--- config.mk ---
export PLATFORM = sky130hd
export DESIGN_NAME = key_debounce_press_classifier_core_flat
export DESIGN_NICKNAME = d
export VERILOG_FILES = /design/src/design/kdpc_pkg.sv /design/src/design/kdpc_in_if.sv /design/src/design/kdpc_out_if.sv /design/src/design/kdpc_lane.sv /design/src/design/kdpc_merge.sv /design/src/design/key_debounce_press_classifier_core.sv /design/src/flat_wrapper.sv
export SDC_FILE = /design/constraint.sdc
export NUM_CORES = 1
export LEC_CHECK = 0
export BUFFER_PORTS_ARGS = -buffer_cell sky130_fd_sc_hd__buf_4
export CAP_MARGIN = 20
export CORE_MARGIN = 1
export CORE_UTILIZATION = 45
export DETAILED_ROUTE_END_ITERATION = 12
export PLACE_DENSITY = 0.64
export SLEW_MARGIN = 20
export SYNTH_ARGS = -nofsm -noshare
export SYNTH_HDL_FRONTEND = slang
export SYNTH_HIERARCHICAL = 1
export SYNTH_SLANG_ARGS = --single-unit
export TNS_END_PERCENT = 30
--- constraint.sdc ---
create_clock -name clk -period 3.1 [get_ports clk]
set_clock_uncertainty 0.15 [all_clocks]
set_input_delay 0.62 -clock clk [delete_from_list [all_inputs] [get_ports clk]]
set_output_delay 0.62 -clock clk [all_outputs]
set_load 0.05 [all_outputs]
--- src/design/kdpc_pkg.sv ---
package kdpc_pkg;

  // Number of keys scanned per tick
  localparam int unsigned KEYS = 2;

  // Held-time counter
  localparam int unsigned CNT_W = 16;
  localparam logic [CNT_W-1:0] HELD_MAX = {CNT_W{1'b1}};

  // Long-press threshold after reset
  localparam logic [CNT_W-1:0] THRESH_RESET = CNT_W'(50);

  typedef logic [KEYS-1:0]  key_vec_t;
  typedef logic [CNT_W-1:0] cnt_t;

  // What one lane found for its key on one tick
  typedef struct packed {
    logic down;
    logic press;
    logic release_edge;
    logic short_press;
    logic long_press;
    logic long_hold;
  } lane_flags_t;

  // One result item as held in the output register
  typedef struct packed {
    key_vec_t debounced_down;
    key_vec_t press_edges;
    key_vec_t release_edges;
    key_vec_t short_press;
    key_vec_t long_press;
    key_vec_t long_hold;
  } result_t;

endpackage

--- src/design/kdpc_in_if.sv ---
interface kdpc_in_if;
  import kdpc_pkg::*;

  logic     valid;
  logic     ready;
  key_vec_t raw_levels;

  modport source (output valid, output raw_levels, input ready);
  modport sink (input valid, input raw_levels, output ready);
endinterface

--- src/design/kdpc_out_if.sv ---
interface kdpc_out_if;
  import kdpc_pkg::*;

  logic     valid;
  logic     ready;
  key_vec_t debounced_down;
  key_vec_t press_edges;
  key_vec_t release_edges;
  key_vec_t short_press;
  key_vec_t long_press;
  key_vec_t long_hold;

  modport source (
    output valid, output debounced_down, output press_edges, output release_edges,
    output short_press, output long_press, output long_hold, input ready
  );
  modport sink (
    input valid, input debounced_down, input press_edges, input release_edges,
    input short_press, input long_press, input long_hold, output ready
  );
endinterface

--- src/design/kdpc_lane.sv ---
module kdpc_lane (
  input  logic                 clk,
  input  logic                 rst,
  input  logic                 advance,
  input  logic                 sample,
  input  kdpc_pkg::cnt_t       threshold,
  output kdpc_pkg::lane_flags_t flags
);
  import kdpc_pkg::*;

  logic prev_sample;
  logic debounced;
  cnt_t held;

  logic debounced_next;
  cnt_t held_next;

  // Take the new sample only when two raw samples agree
  always_comb begin
    debounced_next = (sample == prev_sample) ? sample : debounced;
    if (!debounced_next) begin
      held_next = '0;
    end else if (held == HELD_MAX) begin
      held_next = HELD_MAX;
    end else begin
      held_next = held + cnt_t'(1);
    end
  end

  // Classify against the counter from before this tick
  always_comb begin
    flags.down         = debounced_next;
    flags.press        = !debounced && debounced_next;
    flags.release_edge = debounced && !debounced_next;
    flags.short_press  = debounced && !debounced_next && (held < threshold);
    flags.long_press   = (held == threshold);
    flags.long_hold    = (held > threshold);
  end

  // Advance key state on each accepted item
  always_ff @(posedge clk) begin
    if (rst) begin
      prev_sample <= 1'b0;
      debounced   <= 1'b0;
      held        <= '0;
    end else if (advance) begin
      prev_sample <= sample;
      debounced   <= debounced_next;
      held        <= held_next;
    end
  end

endmodule

--- src/design/kdpc_merge.sv ---
module kdpc_merge (
  input  logic                  clk,
  input  logic                  rst,
  input  logic                  accept,
  input  kdpc_pkg::lane_flags_t lane_flags [kdpc_pkg::KEYS],
  output logic                  take_ok,
  output logic                  res_valid,
  input  logic                  res_ready,
  output kdpc_pkg::result_t     res
);
  import kdpc_pkg::*;

  result_t merged;
  result_t skid;
  logic    skid_valid;

  // Gather one bit per key into the result vectors
  always_comb begin
    for (int k = 0; k < KEYS; k++) begin
      merged.debounced_down[k] = lane_flags[k].down;
      merged.press_edges[k]    = lane_flags[k].press;
      merged.release_edges[k]  = lane_flags[k].release_edge;
      merged.short_press[k]    = lane_flags[k].short_press;
      merged.long_press[k]     = lane_flags[k].long_press;
      merged.long_hold[k]      = lane_flags[k].long_hold;
    end
  end

  // Accept while the skid stage is free
  assign take_ok = !skid_valid;

  // Output register with skid stage behind it
  always_ff @(posedge clk) begin
    if (rst) begin
      res_valid  <= 1'b0;
      skid_valid <= 1'b0;
    end else if (!res_valid || res_ready) begin
      if (skid_valid) begin
        res        <= skid;
        res_valid  <= 1'b1;
        skid_valid <= 1'b0;
      end else begin
        res_valid <= accept;
        if (accept) begin
          res <= merged;
        end
      end
    end else if (accept) begin
      skid       <= merged;
      skid_valid <= 1'b1;
    end
  end

endmodule

--- src/design/key_debounce_press_classifier_core.sv ---
// Channel  | Dir | Payload                                              | Handshake
// scan     | in  | raw_levels (active low, bit per key)                 | valid/ready
// result   | out | debounced_down, press/release edges, short/long/hold | valid/ready
// cfg      | in  | cfg_wdata = long_press_ticks                         | cfg_we
//
// One scan item is taken every clock cycle while scan.ready is high; results are registered.
// Each key has its own lane (debounce flop pair and 16-bit held counter).
// Reset clears key state and sets the threshold to 50.
// A stalled result is held in the output register; one more item lands in the
// skid stage, after which scan.ready drops until the result is taken.
module key_debounce_press_classifier_core (
  input  logic              clk,
  input  logic              rst,
  input  logic              cfg_we,
  input  kdpc_pkg::cnt_t    cfg_wdata,
  kdpc_in_if.sink           scan,
  kdpc_out_if.source        result
);
  import kdpc_pkg::*;

  cnt_t        threshold;
  key_vec_t    sample;
  logic        accept;
  logic        take_ok;
  lane_flags_t lane_flags [KEYS];
  result_t     res;

  // Hold the threshold register
  always_ff @(posedge clk) begin
    if (rst) begin
      threshold <= THRESH_RESET;
    end else if (cfg_we) begin
      threshold <= cfg_wdata;
    end
  end

  // Invert levels so that 1 means down
  assign sample      = ~scan.raw_levels;
  assign scan.ready  = take_ok;
  assign accept      = scan.valid && take_ok;

  // One lane per key
  for (genvar k = 0; k < KEYS; k++) begin : g_lane
    kdpc_lane u_lane (
      .clk       (clk),
      .rst       (rst),
      .advance   (accept),
      .sample    (sample[k]),
      .threshold (threshold),
      .flags     (lane_flags[k])
    );
  end

  kdpc_merge u_merge (
    .clk        (clk),
    .rst        (rst),
    .accept     (accept),
    .lane_flags (lane_flags),
    .take_ok    (take_ok),
    .res_valid  (result.valid),
    .res_ready  (result.ready),
    .res        (res)
  );

  assign result.debounced_down = res.debounced_down;
  assign result.press_edges    = res.press_edges;
  assign result.release_edges  = res.release_edges;
  assign result.short_press    = res.short_press;
  assign result.long_press     = res.long_press;
  assign result.long_hold      = res.long_hold;

  // Skid stage only fills behind a held result
  a_skid_behind_result: assert property (@(posedge clk) disable iff (rst)
    !scan.ready |-> result.valid)
    else $error("skid stage full without a pending result");

  // A key cannot both press and release on one tick
  a_edges_exclusive: assert property (@(posedge clk) disable iff (rst)
    result.valid |-> ((result.press_edges & result.release_edges) == '0))
    else $error("press and release on the same key");

  // Short press only comes with a release, and edges agree with the state
  a_short_on_release: assert property (@(posedge clk) disable iff (rst)
    result.valid |-> (((result.short_press & ~result.release_edges) == '0) &&
                      ((result.press_edges & ~result.debounced_down) == '0) &&
                      ((result.release_edges & result.debounced_down) == '0)))
    else $error("short press or edge inconsistent with debounced state");

  // Long press and long hold exclude each other
  a_long_exclusive: assert property (@(posedge clk) disable iff (rst)
    result.valid |-> ((result.long_press & result.long_hold) == '0))
    else $error("long press and long hold on the same key");

endmodule
--- src/flat_wrapper.sv ---
// flat-port wrapper written by rule: the top's interface ports become plain ports
module key_debounce_press_classifier_core_flat import kdpc_pkg::*;
  (clk, rst, cfg_we, cfg_wdata, scan_valid, scan_raw_levels, scan_ready, result_valid, result_debounced_down, result_press_edges, result_release_edges, result_short_press, result_long_press, result_long_hold, result_ready);
  kdpc_in_if scan_i ();
  kdpc_out_if result_i ();
  input  logic clk;
  input  logic rst;
  input  logic cfg_we;
  input  kdpc_pkg::cnt_t cfg_wdata;
  input wire logic [$bits(scan_i.valid)-1:0] scan_valid;
  input wire logic [$bits(scan_i.raw_levels)-1:0] scan_raw_levels;
  output wire logic [$bits(scan_i.ready)-1:0] scan_ready;
  output wire logic [$bits(result_i.valid)-1:0] result_valid;
  output wire logic [$bits(result_i.debounced_down)-1:0] result_debounced_down;
  output wire logic [$bits(result_i.press_edges)-1:0] result_press_edges;
  output wire logic [$bits(result_i.release_edges)-1:0] result_release_edges;
  output wire logic [$bits(result_i.short_press)-1:0] result_short_press;
  output wire logic [$bits(result_i.long_press)-1:0] result_long_press;
  output wire logic [$bits(result_i.long_hold)-1:0] result_long_hold;
  input wire logic [$bits(result_i.ready)-1:0] result_ready;
  assign scan_i.valid = scan_valid;
  assign scan_i.raw_levels = scan_raw_levels;
  assign scan_ready = scan_i.ready;
  assign result_valid = result_i.valid;
  assign result_debounced_down = result_i.debounced_down;
  assign result_press_edges = result_i.press_edges;
  assign result_release_edges = result_i.release_edges;
  assign result_short_press = result_i.short_press;
  assign result_long_press = result_i.long_press;
  assign result_long_hold = result_i.long_hold;
  assign result_i.ready = result_ready;
  key_debounce_press_classifier_core u_core (.clk(clk), .rst(rst), .cfg_we(cfg_we), .cfg_wdata(cfg_wdata), .scan(scan_i), .result(result_i));
endmodule
==> results of run 1 <==
## sequential cells by signal, indices dropped and copies added, names as in the netlist
register and flops:
u_core/u_merge/skid_valid 1, u_core/u_merge/skid 12, u_core/threshold 16, u_core/g_lane.u_lane/debounced 2, u_core/u_merge/res 12, u_core/u_merge/res_valid 1, u_core/g_lane.u_lane/held 32, u_core/g_lane.u_lane/prev_sample 2
## cell families after synthesis
group / Yosys count
AND/OR/NAND/NOR: 160
flip-flops: 78
AO/OA/AOI/OAI: 75
buffers and inverters: 61
adder cells (fa/ha/maj): 34
multiplexers: 27
## power by group through the flow
stage / Combinational [W] / Sequential (W) / Clock, W
2_1_floorplan: 0.000121 / 0.00115 / 0
3_3_place_gp: 0.000210 / 0.00112 / 0
3_5_place_dp: 0.000215 / 0.00112 / 0
4_1_cts: 0.000216 / 0.00110 / 0.000886
5_1_grt: 0.000239 / 0.00110 / 0.000918
6_report: 0.000214 / 0.00110 / 0.000862
## final timing paths
path	from	end	slack, ns	cells past startpoint
max	u_core/u_merge/skid_valid	u_core/g_lane[0].u_lane/held[13]	0.61	6
min	cfg_wdata[4]	u_core/threshold[4]	0.32	2
max reg2reg	u_core/u_merge/skid_valid	u_core/g_lane[0].u_lane/held[13]	0.61	6
min reg2reg	u_core/g_lane[1].u_lane/debounced	u_core/g_lane[1].u_lane/debounced	0.35	2
## area by class of cell
class | instances | area (sq um) | area share, %
Tap cell | 108 | 135 | 2.84
Sequential cell | 78 | 1800 | 37.8
Clock inverter | 6 | 93.8 | 1.97
Inverter | 43 | 161 | 3.39
Timing Repair Buffer | 43 | 323 | 6.78
Clock buffer | 10 | 128 | 2.68
Multi-Input combinational cell | 296 | 2120 | 44.5
## worst max-delay path, stage by stage, from the launching register on
cell      delay (ns)
dfxtp_1         0.49
inv_1           0.13
and2_1          0.47
nand3_1         0.23
nor3_1          0.47
nor2b_1         0.29
a311oi_1        0.12
## per-layer routing
layer / part of all wire [%] / track usage, % / vias to the layer above
li1: - / - / 1676
met1: 49 / 28.0 / 1605
met2: 44 / 31.5 / 122
met3: 5.5 / 3.05 / 13
met4: 1.5 / 6.66 / 0
met5: 0 / 0 / -
## per-stage QoR
| step | utilization, % | cells | power, W |
|---|---|---|---|
| floorplan | - | 435 | 0.00127 |
| global placement | 51.1 | 568 | 0.00133 |
| detailed placement | 51.1 | 568 | 0.00134 |
| CTS | 53.6 | 584 | 0.00220 |
| global route | 53.6 | 584 | 0.00226 |
| finish | 53.6 | 584 | 0.00217 |
## cells in the final DEF (no fill, tap or decap), drive strengths merged, types with 9 or more instances in the layout
cell and n:
nand3 11, ha 34, a21oi 24, mux2i 15, clkbuf 10, buf 43
inv 45, nand4 16, edfxtp 24, a211oi 9, nand2 14, dfxtp 54
nor3 25, a31oi 13, mux2 12, nor2 47
==> impl_metrics.json, run 1 <==
{
  "status": "completed",
  "setup-tns-final_ns": 0,
  "yosysTopAreaCell": "dfxtp_1",
  "powerDensity_mw_per_mm2": 457,
  "synth_top_area_share_pct": 25.7,
  "nFillCells": 799,
  "synthTopCellsByCount": "54 x dfxtp_1, 45 x nor2_1, 43 x inv_1",
  "synthAdderAreaFrac_pct": 10.1,
  "p_seq_share_pct": 50.5,
  "synth-compound-area-share_pct": 11.9,
  "power_frac_clock_pct": 39.6,
  "syn-num-nets": 492,
  "vias": 3416,
  "postRouteAntennaNets": 0,
  "grt_overflow": 0,
  "htree_levels": 3,
  "yosys.area_share.xor_xnor_pct": 0,
  "gp_congestion": 0.860,
  "cp.arrival_ns": 2.57,
  "initial_utilization_pct": 47.4,
  "synth-seq-cells": 78,
  "peakVddDrop_v": 0.000222,
  "drt_wl_total_mm": 9.11,
  "die_h_microns": 98.7,
  "fmax_ghz": 0.402,
  "endpoint_kind": "flip-flop",
  "antenna-diode-count": 0,
  "cts_tree": "done",
  "swShare_pct": 25.2,
  "yosysMostFrequentCell": "dfxtp_1",
  "post_cts_resized": 0,
  "root_buffer": "clkbuf_8",
  "timing.final.crit_share_pct": 80.3,
  "path_class": "reg2reg",
  "routedWlPerCell_microns": 15.6,
  "synth-simple-area-share_pct": 21.6,
  "cp.required_ns": 3.18,
  "cts_buffers": 9,
  "die_width_microns": 98.7,
  "antenna_found_initial": 0,
  "synth_edf_count": 24,
  "areaGrowthSynthToFinish_pct": 13.1,
  "p_int_w": 0.00163,
  "setup_slack_ns": 0.612,
  "final_cell_area_sq_mm": 0.00476,
  "hold_viol": 0,
  "grt_max_degree": 32,
  "post_cts_buffers": 0,
  "muxShareOfSynthArea_pct": 6.78,
  "ys.flop_type": "dfxtp_1",
  "tightestPinTransition_ns": 0.691,
  "drive_above_1_share_pct": 17.2,
  "drtIter0Drc": 225,
  "synth_top_family_by_area": "simple AND/OR/NAND/NOR gates",
  "synth_cells": 435,
  "drv_slew": 0,
  "insertion_delay_ns": 0.35,
  "dpl-instance-area_sq_mm": 0.00454,
  "setup_viol": 0,
  "grt_first_pass_wirelength_mm": 15.5,
  "rsz0062_at_grt": "no",
  "holdWs_ns": 0.323,
  "yosys-top-cells-area": "dfxtp_1 26%, edfxtp_1 17%, ha_1 10%",
  "pre_cts_ws_ns": 0.550,
  "drc": 0,
  "synth_area_sq_mm": 0.00421,
  "clk_pin_slew_ns": 0.09,
  "dieArea_sq_mm": 0.00975,
  "dr.pass1.iters": 5,
  "fp-row-count": 34,
  "track_usage_pct": 19.9,
  "synthArstFlopShare_pct": 0,
  "grt_pass1_vias": 3124,
  "port_buffers": 36,
  "dpl.hpwl_mm": 6.80,
  "p_switching_w": 0.000548,
  "cts_buffer_depth": 2,
  "ys_seq_area_share_pct": 42.8,
  "min_period_ns": 2.49,
  "p_leak_nw": 1.93,
  "synth.avg_cell_area_sq_um": 9.68,
  "nets": 528,
  "combPwrFrac_pct": 9.9,
  "synth.distinct_cells": 52,
  "core-area_sq_mm": 0.00889,
  "vias_per_cell": 5.85,
  "critPathMaxFanout": 14,
  "hold_buffers": 0,
  "cts.sinks": 78,
  "start_kind": "flip-flop",
  "io_pins": 37,
  "maxCapViolCount": 0,
  "slew_headroom_pct": 53.6,
  "yosys_warnings": 6,
  "hp-class": "in2reg"
}
No activity file was read; power rests on OpenSTA's default activity.
==> run 2: changes to the inputs <==
--- a/config.mk
+++ b/config.mk
@@ -5,6 +5,7 @@
 export SDC_FILE = /design/constraint.sdc
 export NUM_CORES = 1
 export LEC_CHECK = 0
+export ABC_AREA = 1
 export BUFFER_PORTS_ARGS = -buffer_cell sky130_fd_sc_hd__buf_4
 export CAP_MARGIN = 20
 export CORE_MARGIN = 1
==> constraint.sdc (replaced) <==
create_clock -name clk -period 2.5 [get_ports clk]
set_clock_uncertainty 0.15 [all_clocks]
set_input_delay 0.5 -clock clk [delete_from_list [all_inputs] [get_ports clk]]
set_output_delay 0.5 -clock clk [all_outputs]
set_load 0.05 [all_outputs]
==> run 2 against run 1 <==
Against the previous run:
- maximum frequency increased by 14%
- cell area increased by 12%
- first-iteration DRC count decreased by 0.89%
- largest power group unchanged
- power increased by 19%
- highest routed layer unchanged
- routed wire length increased by 11%
- sequential cell count unchanged
- critical path type unchanged
==> impl_metrics.json, run 2 <==
{
  "status": "completed",
  "grt_max_degree": 38,
  "vias_per_cell": 4.90,
  "cts_tree": "done",
  "synthTopCellsByCount": "198 x nand2_1, 91 x inv_1, 55 x nor2_1",
  "cts_buffers": 9,
  "fp-row-count": 37,
  "cp_top_family": "simple AND/OR/NAND/NOR gates",
  "timing.final.crit_share_pct": 87.2,
  "drive_above_1_share_pct": 13.8,
  "grt_overflow": 0,
  "p_leak_nw": 2.62,
  "p_seq_share_pct": 52.6,
  "die_h_microns": 105,
  "grt_first_pass_wirelength_mm": 17.2,
  "syn-num-nets": 703,
  "cpMostUsedCell": "nand2_1",
  "clk_pin_slew_ns": 0.08,
  "layout_commonest_cell": "nand2_1",
  "io_pins": 37,
  "initial_utilization_pct": 46.3,
  "synth_top_area_share_pct": 22.7,
  "yosys-top-cells-area": "dfxtp_1 23%, nand2_1 16%, edfxtp_1 15%",
  "fin_total_pwr_w": 0.00258,
  "most-common-layout-cells": "198 x nand2_1, 91 x inv_1, 55 x nor2_1",
  "largest_reg_flops": 32,
  "setup-tns-final_ns": 0,
  "reg_top3": "u_core/g_lane.u_lane/held: 32 flops, u_core/threshold: 16 flops",
  "max_stage_delay_ns": 0.43,
  "p_switching_w": 0.000691,
  "postRouteAntennaNets": 0,
  "dpl.hpwl_mm": 7.43,
  "hold_viol": 0,
  "synthArstFlopShare_pct": 0,
  "fmax_ghz": 0.459,
  "start_kind": "flip-flop",
  "drc": 0,
  "maxCapViolCount": 0,
  "hp-class": "in2reg",
  "critPathMaxFanout": 3,
  "post_cts_resized": 0,
  "setup_viol": 0,
  "synth-seq-cells": 78,
  "synth_edf_count": 24,
  "rsz0062_at_grt": "no",
  "routedWlPerCell_microns": 12.3,
  "cp.arrival_ns": 2.14,
  "root_buffer": "clkbuf_8",
  "die_width_microns": 105,
  "areaGrowthSynthToFinish_pct": 12.0,
  "synth.avg_cell_area_sq_um": 7.36,
  "p_int_w": 0.00189,
  "vias": 4035,
  "drv_slew": 0,
  "min_period_ns": 2.18,
  "dr.pass1.iters": 4,
  "swShare_pct": 26.7,
  "port_buffers": 36,
  "worst-path-buf-inv": 1,
  "synth_area_sq_mm": 0.00475,
  "power_frac_clock_pct": 37.0,
  "core-area_sq_mm": 0.0103,
  "insertion_delay_ns": 0.35,
  "ys_seq_area_share_pct": 37.9,
  "slew_headroom_pct": 35.9,
  "nFillCells": 1026,
  "endpoint_kind": "flip-flop",
  "cts.sinks": 78,
  "gp_congestion": 0.830,
  "combPwrFrac_pct": 10.4,
  "slowest_stage": "nor4_1",
  "tightestPinTransition_ns": 0.958,
  "ys.flop_type": "dfxtp_1",
  "top_register": "u_core/g_lane.u_lane/held",
  "nets": 740,
  "dieArea_sq_mm": 0.0110,
  "powerDensity_mw_per_mm2": 485,
  "crit_chain": "inv_1 -> ha_1 -> nand2_1 -> nor2_1 -> nand2_1 -> nor4_1 -> a21oi_1 -> nand2_1 -> nand2_1",
  "yosysMostFrequentCell": "nand2_1",
  "synth.distinct_cells": 32,
  "hold_buffers": 0,
  "yosys_warnings": 6,
  "drtIter0Drc": 223,
  "cp.required_ns": 2.46,
  "yosysTopAreaCell": "dfxtp_1",
  "antenna-diode-count": 0,
  "post_cts_buffers": 0,
  "htree_levels": 3,
  "antenna_found_initial": 0,
  "synth_cells": 646,
  "drt_wl_total_mm": 10.2,
  "cts_buffer_depth": 2,
  "track_usage_pct": 19.6,
  "peakVddDrop_v": 0.000221,
  "path_class": "reg2reg",
  "grt_pass1_vias": 3794
}
-- run 2: cell count changes after synthesis, sizes merged, moves of 20 or more --
cell,previous run,this run
nand2,14,204
inv,43,97
nand3,11,33
nor3,25,2
o21ai,7,27
a21oi,24,56
-- run 2: worst paths after layout --
| path | startpoint | endpoint | slack (ns) | cells after the start |
|---|---|---|---|---|
| worst max-delay path | u_core/threshold[15] | u_core/u_merge/res[0] | 0.32 | 9 |
| worst min-delay path | cfg_wdata[1] | u_core/threshold[1] | 0.23 | 3 |
| worst max register to register | u_core/threshold[15] | u_core/u_merge/res[0] | 0.32 | 9 |
| worst min register to register | u_core/g_lane[0].u_lane/prev_sample | u_core/g_lane[0].u_lane/prev_sample | 0.33 | 2 |
-- run 2: worst register-to-register path, delay by kind of cell, from the launching register on --
| family | cells | cell delay [ns] |
|---|---|---|
| flip-flops | 1 | 0.36 |
| adder cells (fa/ha/maj) | 1 | 0.30 |
| buffers and inverters | 1 | 0.06 |
| AND/OR/NAND/NOR | 6 | 0.96 |
| AO/OA/AOI/OAI | 1 | 0.12 |
-- run 2: routing by layer --
layer	vias to the layer above	routed length (microns)	share of wire [%]	GRT usage [%]
met3	14	321	3.2	2.62
li1	2130	-	-	-
met5	-	0	0	0
met2	75	4910	48	33.7
met1	1816	4720	46	24.3
met4	0	210	2.1	8.75
-- run 2: area by class of cell --
cell class	instances	area (sq um)	area share, %
multi-input combinational	454	2470	46.4
timing repair buffer	42	315	5.92
sequential	78	1800	33.8
tap	136	170	3.20
clock buffer	9	124	2.33
clock inverter	7	73.8	1.39
inverter	98	369	6.93
-- run 2: cell families after synthesis --
group	Yosys count	share of synthesized area [%]
compound gates	89	10.3
buf+inv	114	10.1
simple gates	317	30.1
flops	78	37.9
xor+xnor	14	2.58
fa+ha+maj	34	8.95
-- run 2: stage by stage --
step / hold slack (ns) / area (sq um) / utilization, % / worst slack [ns] / cells
finish: 0.233 / 5330 / 51.8 / 0.320 / 824
global route: 0.222 / 5330 / 51.8 / 0.186 / 824
CTS: 0.213 / 5330 / 51.8 / 0.342 / 824
detailed placement: 0.321 / 5130 / 49.9 / 0.344 / 808
global placement: 0.309 / 5130 / 49.9 / 0.395 / 808
floorplan: 0.299 / 4750 / - / 0.484 / 646
-- run 2: power by group through the flow --
stage | registers [W] | logic, W | clock network, W
CTS | 0.00136 | 0.000272 | 0.000985
global placement | 0.00139 | 0.000264 | 0
floorplan | 0.00142 | 0.000153 | 0
finish | 0.00136 | 0.000269 | 0.000957
global route | 0.00136 | 0.000305 | 0.00104
detailed placement | 0.00139 | 0.000271 | 0
==> run 3: changes to the inputs <==
--- a/config.mk
+++ b/config.mk
@@ -8,10 +8,12 @@
 export ABC_AREA = 1
 export BUFFER_PORTS_ARGS = -buffer_cell sky130_fd_sc_hd__buf_4
 export CAP_MARGIN = 20
+export CELL_PAD_IN_SITES_DETAIL_PLACEMENT = 1
+export CELL_PAD_IN_SITES_GLOBAL_PLACEMENT = 1
 export CORE_MARGIN = 1
-export CORE_UTILIZATION = 45
+export CORE_UTILIZATION = 44
 export DETAILED_ROUTE_END_ITERATION = 12
-export PLACE_DENSITY = 0.64
+export PLACE_DENSITY = 0.8
 export SLEW_MARGIN = 20
 export SYNTH_ARGS = -nofsm -noshare
 export SYNTH_HDL_FRONTEND = slang
==> run 3 against run 2 <==
Against the previous run:
- global-route usage increased by 2.9 points
- cell area increased by 0.35%
- power up 2.5%
- core utilization down 0.51 points
- count of clock-buffer cells in the layout up 2
- worst hold slack lost 0.013 ns
- critical path type unchanged
- setup slack improved by 0.0044 ns
- highest routed layer unchanged
- non-clock buffer count increased by 1
- first-iteration DRC count is 52% lower
- sequential cell count is the same
==> impl_metrics.json, run 3 (same netlist as run 2, synthesis figures left out) <==
{
  "post_cts_buffers": 0,
  "grt_pass1_vias": 4342,
  "drt_wl_total_mm": 11.9,
  "root_buffer": "clkbuf_8",
  "cts_buffer_depth": 2,
  "fp-row-count": 37,
  "gp_congestion": 0.815,
  "initial_utilization_pct": 45.6,
  "cp.arrival_ns": 2.14,
  "vias_per_cell": 5.08,
  "hold_viol": 0,
  "timing.final.crit_share_pct": 87.0,
  "areaGrowthSynthToFinish_pct": 12.4,
  "insertion_delay_ns": 0.36,
  "cts.sinks": 78,
  "track_usage_pct": 22.5,
  "cts_tree": "done",
  "pre_cts_ws_ns": 0.319,
  "dpl.hpwl_mm": 8.95,
  "rsz0062_at_grt": "no",
  "fmax_ghz": 0.460,
  "critPathMaxFanout": 6,
  "layout_commonest_cell": "nand2_1",
  "antenna-diode-count": 0,
  "dr.pass1.iters": 4,
  "htree_levels": 3,
  "die_h_microns": 106,
  "setup-tns-final_ns": 0,
  "cp.required_ns": 2.46,
  "port_buffers": 36,
  "drv_slew": 0,
  "hp-class": "in2reg",
  "setup_viol": 0,
  "grt_overflow": 0,
  "grt_first_pass_wirelength_mm": 20.0,
  "nets": 741,
  "status": "completed",
  "peakVddDrop_v": 0.000251,
  "die_width_microns": 106,
  "clk_pin_slew_ns": 0.09,
  "slew_headroom_pct": 33.0,
  "endpoint_kind": "flip-flop",
  "largest_reg_flops": 32,
  "fin_cells": 825,
  "tightestPinTransition_ns": 1.00,
  "reg_top3": "u_core/g_lane.u_lane/held: 32 flops, u_core/threshold: 16 flops",
  "cts_buffers": 9,
  "vias": 4195,
  "powerDensity_mw_per_mm2": 496,
  "hold_buffers": 0,
  "drive_above_1_share_pct": 13.6,
  "io_pins": 37,
  "path_class": "reg2reg",
  "p_leak_nw": 2.63,
  "antenna_found_initial": 0,
  "min_period_ns": 2.18,
  "most-common-layout-cells": "198 x nand2_1, 91 x inv_1, 55 x nor2_1",
  "start_kind": "flip-flop",
  "grt_max_degree": 38,
  "routedWlPerCell_microns": 14.4,
  "top_register": "u_core/g_lane.u_lane/held",
  "setup_slack_ns": 0.324,
  "post_cts_resized": 0,
  "drtIter0Drc": 107,
  "postRouteAntennaNets": 0,
  "dieArea_sq_mm": 0.0112,
  "drc": 0,
  "core-area_sq_mm": 0.0104,
  "maxCapViolCount": 0,
  "place_inst": 809
}
-- run 3: changes by cell type in the layout (fill, tap and decap cells not counted), sizes merged --
| cell | previous run | this run |
|---|---|---|
| buf | 42 | 43 |
| clkbuf | 9 | 11 |
| clkinvlp | 1 | 0 |
| inv | 98 | 97 |
-- run 3: path summary, 6_finish.rpt --
path,start,endpoint,slack (ns),cells after the start
hold reg to reg,u_core/g_lane[0].u_lane/prev_sample,u_core/g_lane[0].u_lane/prev_sample,0.34,2
hold / removal,cfg_wdata[4],u_core/threshold[4],0.22,3
setup / recovery,u_core/g_lane[0].u_lane/held[11],u_core/u_merge/res[0],0.32,8
setup reg to reg,u_core/g_lane[0].u_lane/held[11],u_core/u_merge/res[0],0.32,8
-- run 3: power breakdown --
part | total (W) | switching, W | leakage, nW | internal (W)
combinational | 0.000278 | 0.000184 | 1.86 | 0.0000939
sequential | 0.00136 | 0.0000226 | 0.667 | 0.00134
clock | 0.00101 | 0.000491 | 0.106 | 0.000521
total | 0.00265 | 0.000698 | 2.63 | 0.00195
-- run 3: area by class of cell --
cell class                 instances  area [sq um]
clock buffer                      11           153
clock inverter                     5          56.3
fill                            1375          5070
inverter                          98           369
multi-input combinational        454          2470
sequential                        78          1800
tap                              136           170
timing repair buffer              43           323
-- run 3: layer usage --
metal | routed length (microns) | track usage, % | part of all wire [%]
met2 | 5910 | 41.0 | 50
met5 | 0 | 0 | 0
met1 | 5350 | 26.8 | 45
met3 | 405 | 3.49 | 3.4
met4 | 192 | 7.64 | 1.6
-- run 3: metrics by stage --
stage / power [W] / cell area [sq um] / util [%] / hold slack, ns
2_1_floorplan: 0.00157 / 4750 / - / 0.299
3_3_place_gp: 0.00165 / 5130 / 49.3 / 0.310
3_5_place_dp: 0.00167 / 5130 / 49.3 / 0.327
4_1_cts: 0.00268 / 5340 / 51.3 / 0.210
5_1_grt: 0.00277 / 5340 / 51.3 / 0.216
6_report: 0.00265 / 5340 / 51.3 / 0.219
-- run 3: critical path, cell delays in order, from the launching register on --
cell     delay, ns
dfxtp_1       0.40
ha_1          0.34
nand2_1       0.08
nor2_1        0.16
nand2_1       0.11
nor4_1        0.42
a21oi_1       0.12
nand2_1       0.10
nand2_1       0.06
